[config.mk]
export PLATFORM = sky130hd
export DESIGN_NAME = gal_cell
export DESIGN_NICKNAME = d
export VERILOG_FILES = /design/src/rtl/core/gal_pkg.sv /design/src/rtl/core/gal_cell.sv
export SDC_FILE = /design/constraint.sdc
export NUM_CORES = 1
export LEC_CHECK = 0
export ABC_CLOCK_PERIOD_IN_PS = 5850
export BUFFER_PORTS_ARGS = -buffer_cell sky130_fd_sc_hd__buf_2
export CORE_UTILIZATION = 30
export DETAILED_ROUTE_END_ITERATION = 8
export PLACE_DENSITY_LB_ADDON = 0.08
export SETUP_SLACK_MARGIN = 0.5
export SKIP_CTS_REPAIR_TIMING = 1
export SKIP_LAST_GASP = 1
export SLEW_MARGIN = 0
export SYNTH_ARGS = -nofsm -noshare
export SYNTH_HDL_FRONTEND = slang
export SYNTH_SLANG_ARGS = --single-unit
[constraint.sdc]
create_clock -name clk_i -period 5.85 [get_ports clk_i]
set_input_delay 0.585 -clock clk_i [delete_from_list [all_inputs] [get_ports clk_i]]
set_output_delay 0.585 -clock clk_i [all_outputs]
set_load 0.02 [all_outputs]
[src/rtl/core/gal_pkg.sv]
// Shared types and constants for the global alignment engine.
package gal_pkg;

  localparam int MaxLen    = 32;
  localparam int Alphabet  = 26;
  localparam int LenW      = $clog2(MaxLen + 1);
  localparam int IdxW      = $clog2(MaxLen);
  localparam int LetterW   = 5;
  localparam int WeightW   = 8;
  localparam int ScoreW    = 14;
  localparam int CntW      = $clog2(2 * MaxLen + 1);

  localparam logic [LetterW-1:0] GapCode = LetterW'(26);

  typedef enum logic [1:0] {
    MODE_TABLE    = 2'd0,
    MODE_APPEND_A = 2'd1,
    MODE_APPEND_B = 2'd2,
    MODE_ALIGN    = 2'd3
  } gal_mode_e;

  typedef enum logic [1:0] {
    DIR_DIAG  = 2'd0,
    DIR_GAP_B = 2'd1,
    DIR_GAP_A = 2'd2
  } gal_dir_e;

  typedef enum logic [1:0] {
    ST_IDLE,
    ST_FILL,
    ST_TRACE
  } gal_state_e;

  // Data handed from one cell to the next: one grid row of one column.
  typedef struct packed {
    logic                               valid;
    logic [LenW-1:0]                    row;
    logic [ScoreW-1:0]                  s;     // score of this row
    logic [ScoreW-1:0]                  p;     // score of the row above
    logic [Alphabet-1:0][WeightW-1:0]   wrow;  // table row of the A letter
  } gal_link_t;

endpackage

[src/rtl/core/gal_cell.sv]
// One column cell of the systolic score grid with its own direction column.
module gal_cell (
  input  logic                              clk_i,
  input  logic                              rst_ni,
  input  gal_pkg::gal_link_t                link_i,
  input  logic [gal_pkg::LetterW-1:0]       b_letter_i,
  input  logic [gal_pkg::WeightW-1:0]       gap_i,
  input  logic [gal_pkg::IdxW-1:0]          rd_row_i,
  output gal_pkg::gal_link_t                link_o,
  output gal_pkg::gal_dir_e                 dir_o
);

  logic                                  valid_q;
  logic [gal_pkg::LenW-1:0]              row_q;
  logic [gal_pkg::ScoreW-1:0]            s_q, s_d;
  logic [gal_pkg::ScoreW-1:0]            p_q;
  logic [gal_pkg::Alphabet-1:0][gal_pkg::WeightW-1:0] wrow_q;
  gal_pkg::gal_dir_e                     dir_q [gal_pkg::MaxLen];
  gal_pkg::gal_dir_e                     dir_d;

  logic [gal_pkg::WeightW-1:0]           weight;
  logic [gal_pkg::ScoreW:0]              cand_d, cand_b, cand_a, best;
  logic [gal_pkg::LenW-1:0]              row_m1;

  // substitution weight for this column's letter
  always_comb begin
    if (b_letter_i < gal_pkg::LetterW'(gal_pkg::Alphabet)) begin
      weight = link_i.wrow[b_letter_i];
    end else begin
      weight = '0;
    end
  end

  // min of three moves, ties favor diagonal, then gap in B, then gap in A
  always_comb begin
    cand_d = {1'b0, link_i.p} + (gal_pkg::ScoreW+1)'(weight);
    cand_b = {1'b0, s_q} + (gal_pkg::ScoreW+1)'(gap_i);
    cand_a = {1'b0, link_i.s} + (gal_pkg::ScoreW+1)'(gap_i);
    best   = cand_d;
    dir_d  = gal_pkg::DIR_DIAG;
    if (cand_b < best) begin
      best  = cand_b;
      dir_d = gal_pkg::DIR_GAP_B;
    end
    if (cand_a < best) begin
      best  = cand_a;
      dir_d = gal_pkg::DIR_GAP_A;
    end
    // top edge row: only the move from the left exists
    if (link_i.row == '0) begin
      s_d = cand_a[gal_pkg::ScoreW-1:0];
    end else begin
      s_d = best[gal_pkg::ScoreW-1:0];
    end
    row_m1 = link_i.row - gal_pkg::LenW'(1);
  end

  always_ff @(posedge clk_i or negedge rst_ni) begin
    if (!rst_ni) begin
      valid_q <= 1'b0;
    end else begin
      valid_q <= link_i.valid;
    end
  end

  // score and pass-through registers
  always_ff @(posedge clk_i) begin
    if (link_i.valid) begin
      row_q  <= link_i.row;
      wrow_q <= link_i.wrow;
      p_q    <= s_q;
      s_q    <= s_d;
      if (link_i.row != '0) begin
        dir_q[row_m1[gal_pkg::IdxW-1:0]] <= dir_d;
      end
    end
  end

  assign link_o.valid = valid_q;
  assign link_o.row   = row_q;
  assign link_o.s     = s_q;
  assign link_o.p     = p_q;
  assign link_o.wrow  = wrow_q;
  assign dir_o        = dir_q[rd_row_i];

endmodule

==> results.md <==
Routing:
- The final layout contains routed wiring with a total length of 50380 um.
- In the routed design, unresolved DRC markers number 0.
- The vias after detailed routing is 10235.
- The average via count per standard cell is 4.714.
- The number of antenna-violating nets in the routed design is 0.
- The violation count after the first detailed-routing iteration is 422.
- The first TritonRoute pass finished after 4 iterations.
- The per-cell routed wire length is 23.20 um.

Synthesis:
- After synthesis, the largest area contributor takes up 65.53% of total cell area.
- Dividing the synthesized area by the synthesized cell count gives 16.56 um2.
- Summing the sequential cell areas from Yosys gives 65.71% of the chip area.
- Yosys attributes the largest share of cell area to edfxtp_1 66%, mux4_2 11%, ha_1 4.6%.
- In the synthesized netlist the async set-or-reset flop fraction comes to 0.3257%.
- The synthesized netlist contains 64 unique library cells.
- The synthesized netlist occupies a cell area of 14020 um2.
- The synthesized design spends more area on one cell type than any other, namely edfxtp_1.
- The number of synthesis warnings is 0.
- The number of nets in the synthesized netlist is 1164.
- The number of flops mapped to enable cells by yosys is 306.
- The number of storage elements in the synthesis netlist is 307.
- The number of instances in the synthesized netlist is 847.
- The prevailing post-synth register cell is edfxtp_1.

Floorplanning:
- The total I/O pin count is 508.
- Measured along the x axis, the die boundary spans 218.2 um.
- The y dimension of the die is 218.2 um.
- The die area is 47610 um2.
- The number of placement rows is 78.
- The effective utilization at floorplan is 30.64%.
- The region available for standard cell placement spans 45770 um2.

Critical path:
- By startpoint and endpoint, the worst setup path is classified as in2reg.
- In this run the critical register-to-register path is launched from s_q[0].
- The critical path crosses 34 cells after its start point.
- The endpoint identified for the worst register-to-register timing path is s_q[12].
- Along the worst path, the maximum fanout reaches 7.
- For this run, the slowest stage of the critical path takes 510 ps.
- The dominant delay contributor by cell family on the critical path is compound AO/OA/AOI/OAI gates.
- At the worst endpoint, the required time is 6240 ps.
- The kind of end point of the critical path is a register.
- The cell repeated most along the worst path is a21o_1.
- The critical path contains buffers and inverters numbering 3 combined.
- STA classifies the critical path startpoint as an input pin.
- The cell with the biggest individual delay on the critical path is mux4_2.
- For flop-to-flop paths, the worst setup slack is 0 ps.
- The worst-case reg-to-reg path depth is 30.
- The arrival time of data at the critical path endpoint is 6550 ps.

Layout:
- The layout cell share with drive strength beyond 1 is 54.99%.
- The number of nets in the layout is 1854.
- In the layout the commonest cells are 504 x buf_2, 306 x edfxtp_1, 154 x buf_4, 67 x mux4_2, 56 x nor2_1.
- Across the whole layout, storage elements account for 9214 um2.
- The total area of multi-input combinational cells is 4707 um2.
- The most common library cell in the layout ignoring fill and taps is buf_2.
- After routing the design area is 20160 um2.
- The area growth from synthesis to layout is 43.78%.
- The number of inserted filler cells in the final layout is 4305.

Timing:
- For the pin with the worst max-slew slack, the measured transition is 1003 ps.
- The final setup skew is 9.131 ps.
- The final worst setup slack is -301.5 ps.
- The final critical-path share of the clock period is 105.2%.
- The number of hold violations in the final report is 0.
- Setup repair after global routing could not meet its margin everywhere.
- The max-slew headroom at the worst pin is 33.11%.
- The number of max-slew violations in the final report was 0.
- Setup total negative slack on the finished layout was measured at -18480 ps.
- The setup-violating endpoint count in the final report is 78.
- Subtracting the final worst setup slack from the clock period gives 6152 ps.
- The fmax is 162.6 MHz.

Outcome:
- The checks that failed: setup timing.
- The run finished, with violations left.

GRT:
- The total congestion overflow is 0.
- Global routing used 20.40% of the available tracks.
- The number of antenna violations at the first check in global routing was 16.
- The first global-routing pass estimated 70070 um of wire.
- Entering global routing, the biggest net connects 152 pins.
- The via count of the first global-routing pass is 10860.

Power and ir drop:
- Per report_power, the sequential group accounts for 35.7% of the total.
- The cell internal power dissipation is 5.565 mW.
- The proportion of power drawn by the clock network is 27.5%.
- For this design the static power due to leakage is 8.473 nW.
- The worst-case IR drop observed on VDD is 0.0002280 V.
- Combinational cells account for 36.8% of the total power.
- In this run switching power makes up 32.12% of total power.
- Summed over all nets, the switching power comes to 2.633 mW.
- Dividing total power by cell area gives a power density of 406.6 nW/um2.

Clock tree:
- The H-tree generated during clock tree synthesis spans 2 levels.
- The clock passes through at most 3 buffers.
- The clock tree from TritonCTS is built.
- The clock tree root buffer cell is clkbuf_16.
- The later-pin clock latency in the skew report is 560 ps.
- CTS saw 307 sinks.
- The total CTS buffers is 37.
- The clock slew seen by the registers of the worst setup and hold paths is 60 ps.

Min path:
- The worst min-delay path category is in2reg.
- Counting instances, the worst hold path has a depth of 1.
- The worst hold path terminates at link_o[150].
- The startpoint of the tightest hold check path is link_i[150].

Flow run:
- The number of max-capacitance violations reported is 0.

Placed design:
- The half-perimeter wire length after placement is 39070 um.
- The cell area after placement is 18480 um2.
- The congestion estimate from routability-driven global placement came to 0.8348.
- The count of buffers added on input and output ports is 507.
==> cell usage after synthesis, types with 4 or more instances <==
master     number
clkbuf_1       20
nor3_1          6
and3_1          6
mux2_2         12
nor2b_1        13
mux2i_1        27
o21bai_1        7
a21o_1         16
edfxtp_1      306
xnor2_1        19
o21ai_1        10
nand3_1        12
o21ai_0        11
nand4_1         7
o22ai_1         4
buf_2           5
ha_1           51
nand2_1        26
a21oi_1        36
nor2_1         59
mux4_2         67
a2bb2oi_1       5
xor2_1         16
nand2b_1        9
inv_1          34
a22oi_1         8
==> sequential cells by signal (all words and copies together), names as in the netlist <==
register  cells
valid_q       1
dir_q        64
p_q          14
s_q          14
row_q         6
link_o      208
==> power by group through the flow <==
| stage | clock [mW] | sequential [mW] | combinational (mW) |
|---|---|---|---|
| 6_report | 2.25 | 2.93 | 3.02 |
| 3_3_place_gp | 0 | 2.97 | 2.77 |
| 3_5_place_dp | 0 | 2.97 | 2.78 |
| 5_1_grt | 2.38 | 2.95 | 3.30 |
| 2_1_floorplan | 0 | 3.21 | 1.33 |
| 4_1_cts | 2.30 | 2.93 | 2.80 |
==> per-layer routing <==
| layer | part of all wire [%] | wire length (um) | track usage, % | up-vias |
|---|---|---|---|---|
| li1 | - | - | - | 4765 |
| met4 | 2.4 | 1188 | 7.203 | 8 |
| met3 | 7.2 | 3616 | 5.985 | 77 |
| met2 | 50 | 25410 | 34.57 | 346 |
| met1 | 40 | 20110 | 24.54 | 5039 |
| met5 | 0.095 | 48 | 0 | - |
==> worst max path at each step <==
stage / from / slack [ps] / endpoint
2_1_floorplan: b_letter_i[0] / -900 / s_q[3]
3_3_place_gp: b_letter_i[0] / -1130 / dir_q[4][0]
3_5_place_dp: b_letter_i[0] / -1240 / s_q[6]
4_1_cts: b_letter_i[0] / -670 / s_q[12]
5_1_grt: b_letter_i[0] / -680 / s_q[9]
6_report: b_letter_i[0] / -300 / s_q[12]
==> cell type report <==
type | instances | share of cell area, %
diodes | 7 | 0.08689
clock buffers | 47 | 4.779
clock inverters | 19 | 0.9558
inverters | 34 | 0.6330
multi-input cells | 474 | 23.35
flip-flops and latches | 307 | 45.70
well taps | 600 | 3.724
repair buffers | 683 | 20.77
==> kinds of logic (layout without fill, tap and decap cells) <==
group	count (synthesis)	in the layout	synth area share, %
buffers and inverters	66	783	2.070
AOI/OAI and AO/OA	126	126	6.059
xor gates and xnor gates	35	35	2.186
other	0	7	0
and+or+nand+nor	152	152	5.265
DFF	307	307	65.71
adders and majority gates	54	54	4.979
muxes	107	107	13.73
==> per-stage QoR <==
stage | power (mW) | hold WS (ps) | setup WS [ps] | cells | utilization (%)
final | 8.198 | 211.0 | -301.5 | 2171 | 44.05
after global routing | 8.631 | 194.9 | -680.1 | 2166 | 44.02
after CTS | 8.029 | -235.5 | -669.0 | 2142 | 42.90
after detailed placement | 5.756 | 364.3 | -1242 | 2076 | 40.37
after global placement | 5.740 | 359.3 | -1130 | 2076 | 40.37
after floorplan | 4.543 | 289.4 | -903.1 | 847 | -
No activity file was read; power rests on OpenSTA's default activity.
