<file path="src/rtl/core/gal_ram.sv">
// Generic single-port RAM with registered read.
module gal_ram #(
  parameter int Width = 8,
  parameter int Depth = 32
) (
  input  logic                     clk_i,
  input  logic                     we_i,
  input  logic [$clog2(Depth)-1:0] addr_i,
  input  logic [Width-1:0]         wdata_i,
  output logic [Width-1:0]         rdata_o
);

  logic [Width-1:0] mem_q [Depth];
  logic [Width-1:0] rdata_q;

  always_ff @(posedge clk_i) begin
    if (we_i) begin
      mem_q[addr_i] <= wdata_i;
    end
    rdata_q <= mem_q[addr_i];
  end

  assign rdata_o = rdata_q;

endmodule

</file>
<file path="config.mk">
export PLATFORM = sky130hd
export DESIGN_NAME = gal_ram
export DESIGN_NICKNAME = d
export VERILOG_FILES = /design/src/rtl/core/gal_ram.sv
export SDC_FILE = /design/constraint.sdc
export NUM_CORES = 1
export LEC_CHECK = 0
export ABC_AREA = 1
export BUFFER_PORTS_ARGS = -buffer_cell sky130_fd_sc_hd__buf_4
export CAP_MARGIN = 20
export CELL_PAD_IN_SITES_DETAIL_PLACEMENT = 2
export CELL_PAD_IN_SITES_GLOBAL_PLACEMENT = 2
export CORE_MARGIN = 2
export CORE_UTILIZATION = 41
export CTS_CLUSTER_DIAMETER = 30
export DETAILED_ROUTE_END_ITERATION = 8
export HOLD_SLACK_MARGIN = 0.08
export PLACE_DENSITY = 0.88
export REMOVE_ABC_BUFFERS = 1
export SETUP_SLACK_MARGIN = 0.2
export SYNTH_ARGS = -nofsm -noshare
export SYNTH_HDL_FRONTEND = slang
export SYNTH_SLANG_ARGS = --single-unit
export TNS_END_PERCENT = 30
</file>
<file path="constraint.sdc">
create_clock -name clk_i -period 2.4 [get_ports clk_i]
set_clock_uncertainty 0.2 [all_clocks]
set_input_delay 0.48 -clock clk_i [delete_from_list [all_inputs] [get_ports clk_i]]
set_output_delay 0.48 -clock clk_i [all_outputs]
set_load 0.1 [all_outputs]
</file>
==> flow_metrics.tcl, run 1 <==
set metrics [dict create \
    status "completed" \
    die_area_um2 28100 \
    io_pins 23 \
    h-tree-depth 2 \
    period_share_pct 83.5 \
    setup.worst_path.class "reg2out" \
    grt_first_pass_wirelength_um 65800 \
    ys_warn_count 0 \
    cts_tree "built" \
    vias 8470 \
    finalWirelength_um 43800 \
    syn_to_final_growth_pct 25.1 \
    p_int_w 0.0103 \
    power_frac_seq_pct 37.4 \
    cp_slowest_cell "dfxtp_1" \
    ys_seq_area_share_pct 71.4 \
    antennaDiodeCount 0 \
    portBuffers 22 \
    fp.dieH_um 168 \
    grt_pass1_vias 9912 \
    antenna_left 0 \
    fin_nets 1174 \
    critPathArrivalTime_ns 1.32 \
    fmax_mhz 499 \
    worst_slew_pin_slew_ns 0.571 \
    wl_per_cell_um 28.4 \
    num_rows 59 \
    power.switching_w 0.00354 \
    grt_max_degree 45 \
    cts-root-buf "clkbuf_16" \
    postCtsSetupBuffers 0 \
    drc 0 \
    max_cap_viol_count 0 \
    holdWs_ns 0.190 \
    min_path_type "in2reg" \
    p_leak_nw 5.82 \
    antenna_found_initial 1 \
    cts_hold_buf 0 \
    placedCellCount 1436 \
    rr_worst_depth 8 \
    most-common-layout-cells "nand2_1 (680), edfxtp_1 (256), buf_4 (77)" \
    whs_path_depth 1 \
    hpwl_um 23900 \
    rsz0062_at_grt "false" \
    layout.cells.non_filler 1541 \
    timing.critical_path.buf_inv 1 \
    syn_avg_cell_area_um2 10.3 \
    start_util_pct 41.9 \
    numCtsBuffers 56 \
    layout-drive-gt1-share_pct 15.9 \
    cp_max_fo 1 \
    gp_congestion 0.814 \
    drtPass1Iterations 5 \
    layout.cells.most_common "nand2_1" \
    finalSetupViolCount 0 \
    p_per_area_nw_per_um2 1010 \
    core_um2 26200 \
    min_period_ns 2.00 \
    insertion_delay_ns 0.58 \
    via_per_inst 5.50 \
    drtIter0Drc 560 \
    synth_seq_cells 264 \
    drv_slew 0 \
    ctsLongestPathBuffers 3 \
    path_delay_family "flip-flops" \
    cp.required_ns 1.72 \
    pwr-share-comb_pct 6.3 \
    p_clk_share_pct 56.3 \
    grt_use_total_pct 32.1 \
    hold_viol 0 \
    synth.distinct_cells 12 \
    cts.sinks 264 \
    irDropWorstVdd_uv 746 \
    syn_area_um2 11000 \
    max_stage_delay_ns 0.41 \
    endpoint_kind "primary output" \
    grt_overflow 0 \
    dpl_worst_slack_ns 0.126 \
    startpoint_type "register" \
    path_clk_slew_ns 0.06 \
    setup_slack_ns 0.397 \
    syn_inst 1063 \
    dieWidth_um 168 \
    cts_resized 0 \
    cp.depth 1 \
    finalPower_w 0.0138 \
    worst_slew_margin_rel_pct 61.9 \
    netSwitchingFraction_pct 25.6 \
    worstPathCellList "buf_4" \
]
final timing paths:
check                                       startpoint                      to  slack (ns)
worst min-delay path                        wdata_i[7]  mem_q[31][7]$_DFFE_PP_        0.19
worst min register to register   mem_q[1][1]$_DFFE_PP_      rdata_o[1]$_DFF_P_        0.59
worst max register to register  mem_q[17][3]$_DFFE_PP_      rdata_o[3]$_DFF_P_        0.69
worst max-delay path                rdata_o[2]$_DFF_P_              rdata_o[2]        0.40
metrics by stage:
stage          utilization (%)  setup TNS [ns]  cell area [µm²]
4_1_cts                   52.4               0            13700
5_1_grt                   52.4               0            13700
6_report                  52.4               0            13700
3_3_place_gp              45.3               0            11900
3_5_place_dp              45.3               0            11900
2_1_floorplan                -          -73.97            10700
power by group through the flow:
| stage | Sequential (W) | Clock, W | Combinational [W] |
|---|---|---|---|
| after global routing | 0.00517 | 0.00804 | 0.000921 |
| after floorplan | 0.00537 | 0 | 0.000265 |
| after detailed placement | 0.00526 | 0 | 0.000823 |
| after CTS | 0.00518 | 0.00784 | 0.000870 |
| after global placement | 0.00525 | 0 | 0.000765 |
| final | 0.00518 | 0.00779 | 0.000874 |
worst reg2reg max path: stages (launching register included):
cell      delay [ns]
edfxtp_1        0.43
nand2_1         0.14
nand2_1         0.09
nand2_1         0.08
nand2_1         0.11
nand2_1         0.09
nand2_1         0.06
nor2_1          0.29
nand2_1         0.11
Yosys cell counts:
cell type | instances | share of area [%]
nand2_1 | 680 | 23
edfxtp_1 | 256 | 70
nor2_1 | 48 | 1.6
buf_2 | 24 | 1.1
buf_4 | 13 | 0.89
inv_2 | 9 | 0.31
clkbuf_1 | 8 | 0.27
dfxtp_1 | 8 | 1.5
nor3_2 | 8 | 0.73
inv_1 | 4 | 0.14
nand3_1 | 4 | 0.18
buf_6 | 1 | 0.10
per-layer routing:
layer  global-route usage, %  share of wire [%]  vias to the layer above
met5                       0                  0                        -
met4                    16.0                4.9                        0
met3                    4.51                4.6                      135
met2                    57.8                 52                      323
met1                    37.5                 38                     4366
li1                        -                  -                     3646
sequential cells by signal (all words and copies together), names as in the netlist:
signal,flops
rdata_o,8
mem_q,256
kinds of logic (layout without fill, tap and decap cells):
kind of cell,after synthesis,in the layout,synth area share [%]
flip-flops,264,264,71.4
AND/OR/NAND/NOR,740,740,25.8
buffers and inverters,59,202,2.80
final cells by class:
class                           instances  area [µm²]
Multi-Input combinational cell        740        2830
Clock buffer                           69        1480
Tap cell                              335         419
Inverter                               13        51.3
Clock inverter                         36         393
Timing Repair Buffer                   84         718
Fill cell                            2561       12500
Sequential cell                       264        7850
Note: power is estimated with default switching activity, not from simulation.
==> run 2, diff against run 1 <==
==> constraint.sdc (replaced) <==
create_clock -name clk_i -period 2 [get_ports clk_i]
set_clock_uncertainty 0.2 [all_clocks]
set_input_delay 0.4 -clock clk_i [delete_from_list [all_inputs] [get_ports clk_i]]
set_output_delay 0.4 -clock clk_i [all_outputs]
set_load 0.1 [all_outputs]
==> flow_metrics.tcl, run 2 (synthesis results as in run 1) <==
set metrics [dict create \
    status "completed" \
    antennaDiodeCount 0 \
    vias 8532 \
    hold_viol 0 \
    finalSetupViolCount 0 \
    timing.critical_path.buf_inv 1 \
    critPathArrivalTime_ns 1.25 \
    p_leak_nw 5.86 \
    numCtsBuffers 55 \
    cp_slowest_cell "dfxtp_1" \
    layout.cells.non_filler 1549 \
    core_um2 26200 \
    dieWidth_um 168 \
    regToRegStartpoint "mem_q[17][2]$_DFFE_PP_" \
    antenna_found_initial 0 \
    cts_tree "built" \
    fmax_mhz 540 \
    max_stage_delay_ns 0.43 \
    largest-register "mem_q" \
    setup_slack_ns 0.149 \
    drv_slew 0 \
    path_clk_slew_ns 0.06 \
    fp.dieH_um 168 \
    worstPathCellList "buf_6" \
    drtPass1Iterations 5 \
    fin_nets 1186 \
    io_pins 23 \
    ctsLongestPathBuffers 3 \
    finalWirelength_um 45700 \
    startpoint_type "register" \
    period_share_pct 92.5 \
    gp_congestion 0.789 \
    postCtsSetupBuffers 0 \
    layout.cells.most_common "nand2_1" \
    min_path_type "in2reg" \
    worst_slew_pin_slew_ns 0.542 \
    path_delay_family "flip-flops" \
    most-common-layout-cells "nand2_1 (680), edfxtp_1 (256), buf_4 (81)" \
    num_rows 59 \
    via_per_inst 5.51 \
    grt_overflow 0 \
    drtIter0Drc 721 \
    grt_use_total_pct 33.3 \
    dpl_worst_slack_ns -0.147 \
    min_period_ns 1.85 \
    p_per_area_nw_per_um2 1180 \
    cts.sinks 264 \
    wl_per_cell_um 29.5 \
    largest_reg_flops 256 \
    cp-startpoint "rdata_o[3]$_DFF_P_" \
    irDropWorstVdd_uv 1020 \
    max_cap_viol_count 0 \
    cts-root-buf "clkbuf_16" \
    insertion_delay_ns 0.57 \
    h-tree-depth 2 \
    drc 0 \
    grt_pass1_vias 9915 \
    endpoint_kind "primary output" \
    grt_max_degree 45 \
    antenna_left 0 \
    worst_slew_margin_rel_pct 63.8 \
    placedCellCount 1449 \
    min_from "wdata_i[7]" \
    hpwl_um 24300 \
    syn_to_final_growth_pct 25.8 \
    cp_max_fo 1 \
    layout-drive-gt1-share_pct 17.2 \
    grt_first_pass_wirelength_um 67100 \
    setup.worst_path.class "reg2out" \
    portBuffers 22 \
    die_area_um2 28100 \
    cp.required_ns 1.40 \
    rsz0062_at_grt "true" \
    start_util_pct 41.9 \
]
-- run 2: cell count changes in the layout (fill, tap and decap cells not counted), moves of 2 or more --
cell	delta
buf_8	+2
buf_4	+4
buf_12	+4
clkbuf_8	-2
dfxtp_1	-3
dfxtp_2	+3
clkinv_4	+4
buf_6	+3
clkbuf_1	-6
clkinv_2	+2
inv_8	-3
clkinvlp_4	+4
-- run 2: final timing paths --
| path | end | slack, ns | cells past startpoint |
|---|---|---|---|
| max | rdata_o[3] | 0.15 | 1 |
| min | mem_q[8][7]$_DFFE_PP_ | 0.12 | 1 |
| max reg2reg | rdata_o[2]$_DFF_P_ | 0.29 | 8 |
| min reg2reg | rdata_o[0]$_DFF_P_ | 0.59 | 8 |
-- run 2: report_power, final --
group / switching (W) / total [W] / internal (W)
clock: 0.00334 / 0.00896 / 0.00562
combinational: 0.000841 / 0.00111 / 0.000270
sequential: 0.0000595 / 0.00622 / 0.00616
-- run 2: timing repair --
item | CTS | global route
hold buffers | 0 | 0
resized for setup | 8 | 5
setup endpoints to repair | 7 | 6
-- run 2: area by class of cell --
type,instances,area [µm²]
repair buffers,97,892
well taps,335,419
clock inverters,40,368
fillers,2555,12400
flip-flops and latches,264,7850
inverters,13,51.3
clock buffers,60,1410
multi-input cells,740,2830
-- run 2: metrics by stage --
stage | instance area, µm² | util, % | TNS (ns) | hold WS, ns | power (W)
final | 13800 | 52.7 | 0 | 0.123 | 0.0163
after CTS | 13800 | 52.7 | 0 | 0.0984 | 0.0164
after detailed placement | 12000 | 45.8 | -3.15 | 0.542 | 0.00733
after global routing | 13800 | 52.7 | 0 | 0.101 | 0.0166
after floorplan | 10700 | - | -135.77 | 0.299 | 0.00677
after global placement | 12000 | 45.8 | -0.0179 | 0.493 | 0.00725
-- run 2: layer usage --
layer / wire length, µm / GRT usage (%)
met1: 17000 / 36.9
met2: 24200 / 61.4
met3: 1830 / 4.51
met4: 2560 / 18.6
met5: 0 / 0
==> run 3, diff against run 2 <==
--- a/config.mk
+++ b/config.mk
@@ -15,7 +15,7 @@
 export CTS_CLUSTER_DIAMETER = 30
 export DETAILED_ROUTE_END_ITERATION = 8
 export HOLD_SLACK_MARGIN = 0.08
-export PLACE_DENSITY = 0.88
+export PLACE_DENSITY_LB_ADDON = 0.1
 export REMOVE_ABC_BUFFERS = 1
 export SETUP_SLACK_MARGIN = 0.2
 export SYNTH_ARGS = -nofsm -noshare
==> flow_metrics.tcl, run 3 (synthesis results as in run 1) <==
set metrics [dict create \
    layout-drive-gt1-share_pct 18.0 \
    cp.depth 1 \
    setup.worst_path.class "reg2out" \
    grt_max_degree 48 \
    cp-startpoint "rdata_o[1]$_DFF_P_" \
    max_cap_viol_count 0 \
    min_path_type "in2reg" \
    grt_pass1_vias 9724 \
    hpwl_um 21700 \
    num_rows 59 \
    insertion_delay_ns 0.61 \
    cts_tree "built" \
    rsz0062_at_grt "true" \
    path_delay_family "flip-flops" \
    hold_viol 0 \
    worst_slew_pin_slew_ns 0.564 \
    antenna_found_initial 0 \
    drv_slew 0 \
    timing.critical_path.buf_inv 1 \
    irDropWorstVdd_uv 1030 \
    regToRegEndpoint "rdata_o[6]$_DFF_P_" \
    period_share_pct 92.2 \
    largest-register "mem_q" \
    ctsLongestPathBuffers 3 \
    rr_worst_depth 8 \
    portBuffers 22 \
    drtPass1Iterations 5 \
    largest_reg_flops 256 \
    layout.cells.non_filler 1560 \
    finalPower_w 0.0176 \
    endpoint_kind "primary output" \
    numCtsBuffers 60 \
    regToRegStartpoint "mem_q[27][6]$_DFFE_PP_" \
    syn_to_final_growth_pct 28.3 \
    worst_slew_margin_rel_pct 62.4 \
    holdWs_ns 0.114 \
    status "completed" \
    h-tree-depth 2 \
    layout.cells.most_common "nand2_1" \
    fmax_mhz 542 \
    grt_first_pass_wirelength_um 63900 \
    die_area_um2 28100 \
    dieWidth_um 168 \
    cp_max_fo 1 \
    cp.required_ns 1.40 \
    worstPathCellList "buf_6" \
    finalWirelength_um 42600 \
    grt_use_total_pct 31.3 \
    finalSetupViolCount 0 \
    startpoint_type "register" \
    r2r_slack_ns 0.30 \
    vias 8396 \
    max_stage_delay_ns 0.39 \
    cts-root-buf "clkbuf_16" \
    endpoint "rdata_o[1]" \
    postCtsSetupBuffers 0 \
    wl_per_cell_um 27.3 \
    start_util_pct 41.9 \
    p_per_area_nw_per_um2 1250 \
    antennaDiodeCount 0 \
    path_clk_slew_ns 0.05 \
    fin_util_pct 53.8 \
    most-common-layout-cells "nand2_1 (680), edfxtp_1 (256), buf_4 (77)" \
    io_pins 23 \
    antenna_left 0 \
    cp_slowest_cell "dfxtp_1" \
    fp.dieH_um 168 \
    critPathArrivalTime_ns 1.24 \
    p_leak_nw 6.00 \
    via_per_inst 5.38 \
    drtIter0Drc 583 \
    drc 0 \
    gp_congestion 0.787 \
    cts.sinks 264 \
    core_um2 26200 \
    fin_nets 1188 \
    min_period_ns 1.84 \
    placedCellCount 1443 \
    grt_overflow 0 \
]
-- run 3: cell types whose count changed in the layout (fill, tap and decap cells not counted), sizes merged --
cell,before,now
clkinv,17,24
buf,97,91
clkbuf,60,64
clkinvlp,11,7
inv,21,25
bufinv,4,7
dlygate4sd3,0,3
-- run 3: repair_timing --
action,4_1_cts,5_1_grt
cloned,0,0
resized for setup,10,6
endpoints found under the hold margin,5,0
hold buffers,3,0
pin swaps,0,0
endpoints found under the setup margin,8,7
-- run 3: layout make-up --
| class | count | area [µm²] |
|---|---|---|
| Clock buffer | 64 | 1520 |
| Clock inverter | 50 | 551 |
| Fill cell | 2543 | 12100 |
| Inverter | 13 | 51.3 |
| Multi-Input combinational cell | 740 | 2830 |
| Sequential cell | 264 | 7850 |
| Tap cell | 335 | 419 |
| Timing Repair Buffer | 94 | 875 |
-- run 3: metrics by stage --
stage | worst slack [ns] | instance area [µm²] | setup TNS (ns)
detailed placement | -0.0770 | 11900 | -1.64
CTS | 0.127 | 14100 | 0
floorplan | -0.898 | 10700 | -135.77
global route | 0.146 | 14100 | 0
global placement | -0.0897 | 11900 | -0.256
finish | 0.156 | 14100 | 0
-- run 3: per-layer routing --
metal | track usage (%) | part of all wire [%]
met4 | 14.3 | 4.5
met5 | 0 | 0
met3 | 5.91 | 4.5
met1 | 36.3 | 39
met2 | 56.1 | 52
-- run 3: worst min-delay path by stage --
stage,start,end,cells past startpoint
floorplan,wdata_i[0],mem_q[0][0]$_DFFE_PP_,0
global placement,mem_q[25][7]$_DFFE_PP_,rdata_o[7]$_DFF_P_,8
detailed placement,mem_q[17][1]$_DFFE_PP_,rdata_o[1]$_DFF_P_,8
CTS,wdata_i[6],mem_q[18][6]$_DFFE_PP_,1
global route,wdata_i[2],mem_q[28][2]$_DFFE_PP_,1
finish,wdata_i[6],mem_q[18][6]$_DFFE_PP_,1
-- run 3: power breakdown --
part	total (W)	internal [W]	switching (W)
clock network	0.0103	0.00650	0.00375
registers	0.00621	0.00616	0.0000511
logic	0.00110	0.000273	0.000823
